==> config.mk <==
export PLATFORM = sky130hd
export DESIGN_NAME = command_line_tokenizer
export DESIGN_NICKNAME = d
export VERILOG_FILES = /design/src/rtl/clt_pkg.sv /design/src/rtl/clt_step.sv /design/src/rtl/clt_out_buf.sv /design/src/rtl/command_line_tokenizer.sv
export SDC_FILE = /design/constraint.sdc
export NUM_CORES = 1
export LEC_CHECK = 0
export BUFFER_PORTS_ARGS = -buffer_cell sky130_fd_sc_hd__buf_4
export CELL_PAD_IN_SITES_DETAIL_PLACEMENT = 0
export CELL_PAD_IN_SITES_GLOBAL_PLACEMENT = 1
export CORE_AREA = 2 2 123 125
export DETAILED_ROUTE_END_ITERATION = 10
export DIE_AREA = 0 0 125 127
export PLACE_DENSITY_LB_ADDON = 0.1
export SLEW_MARGIN = 20
export SYNTH_ARGS = -nofsm -noshare
export SYNTH_HDL_FRONTEND = slang
export SYNTH_SLANG_ARGS = --single-unit
==> constraint.sdc <==
create_clock -name i_clk -period 3.25 [get_ports i_clk]
set_input_delay 0.65 -clock i_clk [delete_from_list [all_inputs] [get_ports i_clk]]
set_output_delay 0.65 -clock i_clk [all_outputs]
set_load 0.01 [all_outputs]
==> src/rtl/clt_pkg.sv <==
// ----------------------------------------------------------------------------
// clt_pkg
// Shared codes, result types and defaults for the command line tokenizer.
// ----------------------------------------------------------------------------
package clt_pkg;

    localparam int CLT_MAX_ARGS_DEF = 16;
    localparam int CLT_RESULTS      = 3;

    localparam logic [4:0] CLT_CFG_RESET = 5'd16;

    // parse modes
    localparam logic [2:0] MODE_BETWEEN = 3'd0;
    localparam logic [2:0] MODE_PLAIN   = 3'd1;
    localparam logic [2:0] MODE_QUOTED  = 3'd2;
    localparam logic [2:0] MODE_VAR     = 3'd3;
    localparam logic [2:0] MODE_DISCARD = 3'd4;

    // result kinds
    localparam logic [1:0] KIND_BYTE      = 2'd0;
    localparam logic [1:0] KIND_TOKEN_END = 2'd1;
    localparam logic [1:0] KIND_CMD_END   = 2'd2;

    // command end reasons
    localparam logic [1:0] WHY_EOL   = 2'd0;
    localparam logic [1:0] WHY_SEP   = 2'd1;
    localparam logic [1:0] WHY_LIMIT = 2'd2;

    // characters
    localparam logic [7:0] CH_NUL   = 8'h00;
    localparam logic [7:0] CH_SPACE = 8'h20;
    localparam logic [7:0] CH_TAB   = 8'h09;
    localparam logic [7:0] CH_CR    = 8'h0D;
    localparam logic [7:0] CH_SEMI  = 8'h3B;
    localparam logic [7:0] CH_QUOTE = 8'h22;
    localparam logic [7:0] CH_DOLR  = 8'h24;
    localparam logic [7:0] CH_ZERO  = 8'h30;

    typedef struct packed {
        logic [1:0] kind;
        logic [7:0] out_byte;
        logic [4:0] arg_index;
        logic [1:0] end_reason;
        logic       last;
    } t_result;

    typedef struct packed {
        logic [1:0]                    n;
        t_result [CLT_RESULTS-1:0]     res;
        logic [2:0]                    next_mode;
        logic [4:0]                    next_count;
    } t_step;

endpackage

==> src/rtl/clt_step.sv <==
// ----------------------------------------------------------------------------
// clt_step
// Decodes one character against the parse state: up to three results and
// the next state.
// ----------------------------------------------------------------------------
module clt_step
    import clt_pkg::*;
(
    input  logic [2:0] i_mode,
    input  logic [4:0] i_count,
    input  logic [4:0] i_limit,
    input  logic [7:0] i_ch,
    output t_step      o_step
);

    logic       blank;
    logic       is_nul;
    logic       is_semi;
    logic       emit_byte;
    logic [7:0] byte_val;
    logic       tok_end;
    logic       tok_quote;
    logic       cmd_end;
    logic [1:0] cmd_why;
    logic [4:0] cmd_idx;
    logic [4:0] cnt1;
    logic [1:0] k;

    assign blank   = (i_ch == CH_SPACE) || (i_ch >= CH_TAB && i_ch <= CH_CR);
    assign is_nul  = (i_ch == CH_NUL);
    assign is_semi = (i_ch == CH_SEMI);
    assign cnt1    = i_count + 5'd1;

    always_comb begin
        emit_byte          = 1'b0;
        byte_val           = i_ch;
        tok_end            = 1'b0;
        tok_quote          = 1'b0;
        cmd_end            = 1'b0;
        cmd_why            = WHY_EOL;
        cmd_idx            = i_count;
        o_step             = '0;
        o_step.next_mode   = i_mode;
        o_step.next_count  = i_count;

        unique case (i_mode)
            MODE_PLAIN: begin
                if (is_nul || blank || is_semi) tok_end = 1'b1;
                else                            emit_byte = 1'b1;
            end
            MODE_QUOTED: begin
                if (is_nul || i_ch == CH_QUOTE) begin
                    tok_end   = 1'b1;
                    tok_quote = (i_ch == CH_QUOTE);
                end else begin
                    emit_byte = 1'b1;
                end
            end
            MODE_VAR: begin
                if (is_nul || blank || is_semi) begin
                    emit_byte = 1'b1;
                    byte_val  = CH_ZERO;
                    tok_end   = 1'b1;
                end
            end
            MODE_DISCARD: begin
                if (is_nul) o_step.next_mode = MODE_BETWEEN;
            end
            default: begin
                priority if (is_nul) begin
                    cmd_end = 1'b1;
                    cmd_why = WHY_EOL;
                end else if (blank) begin
                    o_step.next_mode = MODE_BETWEEN;
                end else if (is_semi) begin
                    cmd_end = 1'b1;
                    cmd_why = WHY_SEP;
                end else if (i_ch == CH_QUOTE) begin
                    o_step.next_mode = MODE_QUOTED;
                end else if (i_ch == CH_DOLR) begin
                    o_step.next_mode = MODE_VAR;
                end else begin
                    o_step.next_mode = MODE_PLAIN;
                    emit_byte        = 1'b1;
                end
            end
        endcase

        // follow-up after a token end
        if (tok_end) begin
            cmd_idx           = cnt1;
            o_step.next_count = cnt1;
            priority if (is_nul) begin
                cmd_end = 1'b1;
                cmd_why = WHY_EOL;
            end else if (cnt1 >= i_limit) begin
                cmd_end = 1'b1;
                cmd_why = WHY_LIMIT;
            end else if (!tok_quote && is_semi) begin
                cmd_end = 1'b1;
                cmd_why = WHY_SEP;
            end else begin
                o_step.next_mode = MODE_BETWEEN;
            end
        end

        if (cmd_end) begin
            o_step.next_count = 5'd0;
            o_step.next_mode  = (cmd_why == WHY_LIMIT) ? MODE_DISCARD : MODE_BETWEEN;
        end

        // pack the results in order
        k = 2'd0;
        if (emit_byte) begin
            o_step.res[k] = '{kind: KIND_BYTE, out_byte: byte_val, arg_index: i_count,
                              end_reason: WHY_EOL, last: 1'b0};
            k = k + 2'd1;
        end
        if (tok_end) begin
            o_step.res[k] = '{kind: KIND_TOKEN_END, out_byte: 8'd0, arg_index: i_count,
                              end_reason: WHY_EOL, last: 1'b0};
            k = k + 2'd1;
        end
        if (cmd_end) begin
            o_step.res[k] = '{kind: KIND_CMD_END, out_byte: 8'd0, arg_index: cmd_idx,
                              end_reason: cmd_why, last: 1'b0};
            k = k + 2'd1;
        end
        o_step.n = k;
        for (int i = 0; i < CLT_RESULTS; i++) begin
            o_step.res[i].last = (2'(i + 1) == k);
        end
    end

endmodule

==> src/rtl/clt_out_buf.sv <==
// ----------------------------------------------------------------------------
// clt_out_buf
// Result register: holds the results of one character and shifts them out
// one beat at a time.
// ----------------------------------------------------------------------------
module clt_out_buf
    import clt_pkg::*;
(
    input  logic    i_clk,
    input  logic    i_rst_n,
    input  logic    i_load,
    input  t_step   i_step,
    input  logic    i_stall,
    output logic    o_free,
    output logic    o_valid,
    output t_result o_res,
    output logic [1:0] o_n
);

    t_result [CLT_RESULTS-1:0] r_res;
    logic [1:0]                r_n;
    logic                      take;

    assign o_valid = (r_n != 2'd0);
    assign take    = o_valid && !i_stall;
    assign o_free  = !o_valid || (take && r_n == 2'd1);
    assign o_res   = r_res[0];
    assign o_n     = r_n;

    always_ff @(posedge i_clk) begin
        if (!i_rst_n) begin
            r_n <= 2'd0;
        end else if (i_load) begin
            r_n <= i_step.n;
        end else if (take) begin
            r_n <= r_n - 2'd1;
        end
    end

    always_ff @(posedge i_clk) begin
        if (i_load) begin
            r_res <= i_step.res;
        end else if (take) begin
            for (int i = 0; i < CLT_RESULTS - 1; i++) begin
                r_res[i] <= r_res[i+1];
            end
        end
    end

endmodule

==> src/rtl/command_line_tokenizer.sv <==
// ----------------------------------------------------------------------------
// command_line_tokenizer
// Splits a stream of command-line characters into token bytes, token ends
// and command ends with argument counts.
// ----------------------------------------------------------------------------
// Usage:
//   Input channel : i_valid / i_ch, stalled by o_stall. One character a beat.
//   Output channel: o_valid / o_kind, o_out_byte, o_arg_index, o_end_reason,
//                   o_last, stalled by i_stall. o_last flags the final result
//                   beat of a character; a character gives zero to three beats.
//   Config        : i_max_args_we / i_max_args write the argument limit
//                   (clamped to 1..min(MAX_ARGS, 31)); write only while idle.
// Path: an accepted character waits in the input register, is decoded there
//   and moves its results into the result register once that register is
//   free, so a stalled output can hold it in the input register.
// Throughput: one character per cycle while each gives at most one result
//   and the output is not stalled; a character with k results holds the
//   result register until its k beats are taken, and the input register
//   stalls the input meanwhile. Characters with no result (blanks, quotes,
//   variable names, discarded text) still pass at one per cycle unless stalled.
// Reset: parse state goes between fields, argument count to zero, limit to
//   16, both registers empty.
// Stall: a stalled output holds its beat; the input register fills and then
//   o_stall rises, nothing is dropped.
// ----------------------------------------------------------------------------
module command_line_tokenizer
    import clt_pkg::*;
#(
    parameter int MAX_ARGS = CLT_MAX_ARGS_DEF
) (
    input  logic       i_clk,
    input  logic       i_rst_n,
    // character input
    input  logic       i_valid,
    input  logic [7:0] i_ch,
    output logic       o_stall,
    // result output
    output logic       o_valid,
    output logic [1:0] o_kind,
    output logic [7:0] o_out_byte,
    output logic [4:0] o_arg_index,
    output logic [1:0] o_end_reason,
    output logic       o_last,
    input  logic       i_stall,
    // configuration
    input  logic       i_max_args_we,
    input  logic [4:0] i_max_args
);

    // the argument count is five bits, so the limit never goes past 31
    localparam int LIM_CAP = (MAX_ARGS > 31) ? 31 : MAX_ARGS;

    logic [4:0] r_max_args;
    logic [4:0] limit;

    // input register
    logic       r_in_valid;
    logic [7:0] r_ch;
    logic       in_acc;
    logic       consume;

    // parse state
    logic [2:0] r_mode;
    logic [4:0] r_count;

    t_step      step;
    t_result    cur;
    logic       buf_free;
    logic [1:0] buf_n;

    always_ff @(posedge i_clk) begin
        if (!i_rst_n) begin
            r_max_args <= CLT_CFG_RESET;
        end else if (i_max_args_we) begin
            r_max_args <= i_max_args;
        end
    end

    always_comb begin
        if (r_max_args == 5'd0)               limit = 5'd1;
        else if (r_max_args > 5'(LIM_CAP))    limit = 5'(LIM_CAP);
        else                                  limit = r_max_args;
    end

    // the held character moves on once the result register can take its beats
    assign consume = r_in_valid && buf_free;
    assign o_stall = r_in_valid && !buf_free;
    assign in_acc  = i_valid && !o_stall;

    always_ff @(posedge i_clk) begin
        if (!i_rst_n) begin
            r_in_valid <= 1'b0;
        end else if (in_acc) begin
            r_in_valid <= 1'b1;
        end else if (consume) begin
            r_in_valid <= 1'b0;
        end
    end

    always_ff @(posedge i_clk) begin
        if (in_acc) begin
            r_ch <= i_ch;
        end
    end

    always_ff @(posedge i_clk) begin
        if (!i_rst_n) begin
            r_mode  <= MODE_BETWEEN;
            r_count <= 5'd0;
        end else if (consume) begin
            r_mode  <= step.next_mode;
            r_count <= step.next_count;
        end
    end

    clt_step u_step (
        .i_mode  (r_mode),
        .i_count (r_count),
        .i_limit (limit),
        .i_ch    (r_ch),
        .o_step  (step)
    );

    clt_out_buf u_out_buf (
        .i_clk   (i_clk),
        .i_rst_n (i_rst_n),
        .i_load  (consume),
        .i_step  (step),
        .i_stall (i_stall),
        .o_free  (buf_free),
        .o_valid (o_valid),
        .o_res   (cur),
        .o_n     (buf_n)
    );

    assign o_kind       = cur.kind;
    assign o_out_byte   = cur.out_byte;
    assign o_arg_index  = cur.arg_index;
    assign o_end_reason = cur.end_reason;
    assign o_last       = cur.last;

    // ------------------------------------------------------------------
    // checks
    // ------------------------------------------------------------------

    // discarded text never produces a beat
    a_discard_silent: assert property (@(posedge i_clk) disable iff (!i_rst_n)
        consume && r_mode == MODE_DISCARD |-> step.n == 2'd0)
        else $error("discard mode produced results");

    // a command end restarts the argument count
    a_cmd_end_clears: assert property (@(posedge i_clk) disable iff (!i_rst_n)
        consume && step.n != 2'd0 && step.res[step.n - 2'd1].kind == KIND_CMD_END
        |=> r_count == 5'd0)
        else $error("argument count not cleared after command end");

    // the beat flagged last is the only one left in the result register
    a_last_is_final: assert property (@(posedge i_clk) disable iff (!i_rst_n)
        o_valid |-> (o_last == (buf_n == 2'd1)))
        else $error("last flag out of step with result count");

    // a token end that keeps the command open leaves the count below the limit
    a_count_bound: assert property (@(posedge i_clk) disable iff (!i_rst_n)
        consume && step.next_count != r_count && step.next_count != 5'd0
        |-> step.next_count < limit)
        else $error("argument count reached the limit without command end");

endmodule
# --- After elaboration in Yosys (flattened, before gate mapping) ---
# Cells that the tools add are included.
word_totals:
  regBits: 78
classes:
  n_addsub: 4
  order_cmp: 8
  n_eq_ne: 13
  muxes: 65
  n_reduce_logical: 29
ops:
  columns: ["operator", "count"]
  rows:
  - ["$bwmux 54", 2]
  - ["$mux 54", 2]
  - ["$demux 18 s2", 2]
  - ["$mux 36", 2]
  - ["$mux 18", 2]
  - ["$eq 8x6->1 const B", 4]
  - ["$mux 8", 4]
  - ["$mux 3", 9]
  - ["$mux 2", 12]
  - ["$mux 1", 23]
  - ["$mux 16", 1]
  - ["$mux 5", 3]
  - ["$logic_and 1x1->1", 9]
  - ["$ge 8x4->1 const B", 1]
  - ["$le 8x4->1 const B", 1]
  - ["$logic_not 8->1", 1]
  - ["$reduce_bool 2->1", 4]
  - ["$eq 3x2->1 const B", 2]
  - ["$pmux 3 s2", 1]
  - ["$add 5x1->5 const B", 1]
  - ["$ge 5x5->1", 1]
  - ["$gt 5x5->1 const B", 1]
  - ["$logic_not 1->1", 5]
  - ["$logic_not 5->1", 1]
  - ["other kinds (20)", 25]

# --- Longest topological paths before layout ---
depth:
  ltp_word: 17
  depth_mapped: 14
  depth_no_buf: 13

# --- Cells and area by module ---
# From an unflattened synthesis, not the netlist that was laid out.
unflattened:
  hier_cells: 406
  area_unflattened_um2: 4485.6
modules_own_cells:
  columns: ["module", "n_inst", "cells_per_inst", "area_per_inst_um2", "seq_area_each_um2"]
  rows:
  - ["clt_out_buf", 1, 131, 2328.5, 1661.6]
  - ["clt_step", 1, 202, 1293.7, 0.0]
  - ["command_line_tokenizer", 1, 73, 863.3, 520.5]

# --- Worst setup path after synthesis ---
# Ideal clock, no wire load.
synth_path:
  kind: "register -> register"
  start: "register r_ch[0]"
  end: "register u_out_buf.r_res[22] (netlist bit) (data pin)"
  setup_ns: 0.261
  arrival_ns: 2.879
  required_time_ns: 2.989
  setup_slack_ns: 0.110
  path_stages_with_launch: 13
  synth_period_minus_slack_ns: 3.140
  path_cell_list: "edfxtp_1 and4_1 o21a_1 nand2b_1 o21a_1 o21ai_0 nand2_1 ha_1 inv_1 a21oi_1 o21ai_2 and3_1 a221o_1"
synth_via:
  elab_chain_cells: 17
  elab_cells_between_ends: 54
  cone_classes: "add/sub: 1; order compare: 6; eq/ne: 4; mux: 33; reduce/logical: 10"
synth_rtl:
  columns: ["item", "line_no", "source"]
  rows:
  - ["start, declared", "command_line_tokenizer.sv:58", "logic [7:0] r_ch;"]
  - ["start signal, assigned", "command_line_tokenizer.sv:102", "r_ch <= i_ch;"]
  - ["$ge 8x4->1 (tied with other cells)", "clt_step.sv:29", "assign blank = (i_ch == CH_SPACE) || (i_ch >= CH_TAB && i_ch <= CH_CR);"]
  - ["$logic_and 1x1->1 / $mux 1 (equally long branches)", "clt_step.sv:29, clt_step.sv:80", null]
  - ["$logic_or 1x1->1 / $mux 1 (equally long branches)", "clt_step.sv:29, clt_step.sv:78", null]
  - ["$logic_or 1x1->1 / $mux 1 (equally long branches)", "clt_step.sv:48, clt_step.sv:60, clt_step.sv:75", null]
  - ["$logic_or 1x1->1 / $mux 1 (equally long branches)", "clt_step.sv:48, clt_step.sv:60, clt_step.sv:73", null]
  - ["$mux 1 (on tied branches)", "clt_step.sv:48, clt_step.sv:60, clt_step.sv:70", null]
  - ["$pmux 1 s4", "clt_step.sv:46", "unique case (i_mode)"]
  - ["$mux 1", "clt_step.sv:114", "if (emit_byte) begin"]
  - ["$add 1x1->2 (tied with other cells)", "clt_step.sv:122", "k = k + 2'd1;"]
  - ["$mux 2 / $logic_and 1x1->1 (equally long branches)", "clt_step.sv:119, clt_step.sv:120", null]
  - ["$lt 2x3->1 (implied by the code) (tied with other cells)", "clt_step.sv:125", "o_step.res[k] = '{kind: KIND_CMD_END, out_byte: 8'd0, arg_index: cmd_idx,"]
  - ["$logic_and 1x1->1 (implied by the code) / $demux 18 s2 (equally long branches)", null, null]
  - ["$mux 18 (implied by the code) / $bwmux 54 (equally long branches)", "clt_step.sv:125, clt_step.sv:120", null]
  - ["$demux 18 s2 / $mux 54 (equally long branches)", null, null]
  - ["$bwmux 54", "clt_step.sv:125", null]
  - ["$mux 54 *", "clt_step.sv:124", "if (cmd_end) begin"]
  - ["$mux 36 *", "clt_out_buf.sv:41", "if (i_load) begin"]
  - ["end signal, assigned", "clt_out_buf.sv:42", "r_res <= i_step.res;"]
  - ["end signal, assigned by index", "clt_out_buf.sv:45", "r_res[i] <= r_res[i+1];"]
  - ["end, declared", "clt_out_buf.sv:20", "t_result [CLT_RESULTS-1:0] r_res;"]
# Every way passes the cells marked *; elsewhere a longest branch is shown, timed or not.
# A chain may end at the register's enable or synchronous reset.

# --- Worst setup path in the final report ---
layout_path:
  start: "register r_ch[1]"
  end: "register u_out_buf.r_res[23] (netlist bit) (data pin)"
# Same word-level chain as after synthesis.

==> qor.csv <==
stage,metric,value,unit
outcome,outcome,"finished, final reports clean",
die,chip height,127,um
global_routing,vias in the first global route,2600,
sta,final setup fails,0,
sta,period utilization,94.53,%
cells_and_area,Layout Nets,430,
clock_network,clock sinks,61,
sta,FMAX,325.5,MHz
cells_and_area,"leading cell types in the layout, fill and taps excluded","buf_4 (77), edfxtp_1 (45), nand2_1 (28), a21oi_1 (21), nor2_1 (19)",
synth,yosys warns,0,
sta,"Hold Violations, Final",0,
clock_network,H-tree levels,3,
die,Initial Utilization,24.82,%
clock_network,clk_lat worst skew,0.34,ns
global_routing,GRT Resource Usage Total,11.93,%
worst_hold_path,HP Class,in2reg,
sta,slew of the pin with the lowest slew margin,0.6837,ns
worst_hold_path,cell depth of the worst hold path,1,
clock_network,Root Driver,clkbuf_16,
sta,pins over their slew limit,0,
synth,Syn Std Cell Area,0.003580,mm2
route,via density per instance,4.673,
place,placed cell area,0.004109,mm2
place,port bufs,37,
global_routing,first-pass GRT wire length,14.61,mm
sta,Min Hold Slack,0.4876,ns
place,Placer Congestion,0.8237,
sta,Slew headroom,54.33,%
clock_network,clock slew at reported path FFs,0.05,ns
synth,synthesized netlist cell count,345,
route,Remaining DRCs,0,
clock_network,Clock Path Buffers,2,
worst_setup_path,arrival time at the worst endpoint,3.16,ns
synth,"FFs w/ async S/R, synth",0,%
sta,fin crit period,3.072,ns
worst_setup_path,"Largest stage delay, worst path",0.64,ns
power_and_ir_drop,pwr dens,604.2,mW/mm2
route,antenna violation net count after detailed routing,0,
die,I/O pin total,38,
route,drt wl/cell,15.47,um
worst_setup_path,R2R depth,11,
place,setup slack at placement,0.01762,ns
cells_and_area,fraction of layout cells with a size suffix above 1,29.21,%
worst_setup_path,"Req. time, crit path",3.34,ns
worst_setup_path,crit path max fanout,6,
cells_and_area,"commonest non-fill, non-tap cell in the layout",buf_4,
route,DR pass1 iterations,4,
route,WL final,9.099,mm
power_and_ir_drop,worst IR drop on VDD,0.3614,mV
sta,Fin Setup TNS,0,ns
worst_setup_path,CP max-delay cell,or4b_2,
run,MaxCap Viol Count,0,
cells_and_area,ant diodes,0,
global_routing,initial antenna violation count,0,
synth,most used flip-flop cell after synthesis,edfxtp_1,
die,core footprint,0.01442,mm2
cells_and_area,Layout area overhead,26.53,%
synth,Post-synth EDFFs,45,
worst_setup_path,Setup CP Type,reg2reg,
sta,final setup margin,0.1779,ns
synth,register area share after synthesis,46.70,%
clock_network,CTS tree,done,
synth,synth unique cells,69,
route,via count,2748,
synth,syn nets,375,
worst_setup_path,crit path capture type,flop,
place,DP Wirelength,6.515,mm
die,Die Width,125,um
clock_network,hold buffers post-CTS,0,
worst_setup_path,CP cell instances,buf_4 -> or4b_2 -> a21boi_2 -> nand3b_2 -> nand2_2 -> ha_4 -> inv_1 -> a21oi_2 -> o21ai_2 -> and3_2 -> a221o_1,
die,row count,44,
sta,unrepaired setup endpoints after global routing,no,
clock_network,clock buffer count from CTS,9,
sta,Final Skew,0.009213,ns
route,DRT iter0 DRCs,202,
global_routing,total gr overflow,0,
cells_and_area,post-route cell area,0.004529,mm2
global_routing,largest net degree at the start of global routing,29,
die,full die area,0.01588,mm2
synth,syn_area_per_cell,10.38,um2
synth,"FF+latch count, synth",61,
worst_setup_path,crit start category,flop,
power_and_ir_drop,leak pwr,1.752,nW
-- stage by stage --
step                total power, mW  cells  utilization (%)
finish                        2.737    588            31.40
global route                  2.889    588            31.40
CTS                           2.762    577            30.60
detailed placement            1.736    562            28.49
global placement              1.737    562            28.49
floorplan                     1.521    345                -
-- cells by family (layout without fill, tap and decap cells) --
kind of cell / count (synthesis) / after routing / share of synthesized area [%]
AOI/OAI and AO/OA: 98 / 98 / 20.59
muxes: 7 / 7 / 1.992
DFF: 61 / 61 / 46.70
xor gates and xnor gates: 8 / 8 / 1.957
buffers and inverters: 49 / 108 / 7.515
adders and majority gates: 12 / 12 / 4.194
and+or+nand+nor: 110 / 110 / 17.06
-- cell type report --
| cell class | instances | area [um2] |
|---|---|---|
| Inverter | 16 | 60.06 |
| Fill cell | 1527 | 9894 |
| Clock inverter | 6 | 78.83 |
| Clock buffer | 9 | 225.2 |
| Tap cell | 184 | 230.2 |
| Timing Repair Buffer | 77 | 578.1 |
| Multi-Input combinational cell | 235 | 1685 |
| Sequential cell | 61 | 1672 |
-- timing repair --
| action | 4_1_cts | 5_1_grt |
|---|---|---|
| buffers inserted | 0 | 11 |
| endpoints found under the setup margin | 0 | 10 |
| resized for setup | 0 | 11 |
-- worst max-delay path, delay by kind of cell, from the launching register on --
family	cells	cell delay, ns
adder cells (fa/ha/maj)	1	0.28
AO/OA/AOI/OAI	4	0.71
AND/OR/NAND/NOR	4	1.15
buffers and inverters	2	0.24
flip-flops	1	0.46
-- state kept, by name, summed over array words and instances, names as in the netlist --
signal           count
r_ch                 8
r_count              5
r_in_valid           1
r_max_args           5
r_mode               3
u_out_buf.o_n        2
u_out_buf.o_res     18
u_out_buf.r_res     19
-- synthesized netlist by cell type, drive strengths merged, types with 3 or more instances --
library cell,instances,share of area [%]
o211ai,3,0.77
o21a,9,2.1
nor2b,7,1.2
mux2i,6,1.7
nor4,3,0.87
edfxtp,45,38
a221o,5,1.4
nor3,6,0.84
o31ai,3,0.63
clkbuf,11,1.2
and3,4,0.70
ha,12,4.2
dfxtp,16,8.9
nor2,19,2.0
a21boi,5,1.5
inv,15,1.6
a211o,5,1.2
a31oi,6,1.0
o21ai,18,2.6
or3,5,1.0
buf,22,4.7
xnor2,6,1.5
nand2,29,3.0
and2,12,2.1
nand3,10,1.4
a21oi,25,4.2
-- path summary, 6_finish.rpt --
path	slack, ns	end	from
worst min register to register	0.51	u_out_buf.r_res[35]$_DFFE_PP_	u_out_buf.r_res[53]$_SDFFCE_PP0P_
worst max register to register	0.18	u_out_buf.r_res[23]$_DFFE_PP_	r_ch[1]$_DFFE_PP_
worst min-delay path	0.49	r_ch[2]$_DFFE_PP_	i_ch[2]
worst max-delay path	0.18	u_out_buf.r_res[23]$_DFFE_PP_	r_ch[1]$_DFFE_PP_
-- routing by layer --
layer	GRT usage, %	routed length [um]	vias up	part of all wire (%)
met1	17.16	4783	1300	53
met2	16.59	3736	61	41
met4	6.275	193	0	2.1
met5	0	0	-	0
met3	2.680	386	13	4.2
li1	-	-	1374	-
-- where the power goes --
part	internal (mW)	switching [mW]	total, mW
combinational	0.299	0.352	0.651
clock	0.659	0.346	1.01
sequential	1.03	0.0544	1.08
No activity file was read; power rests on OpenSTA's default activity.
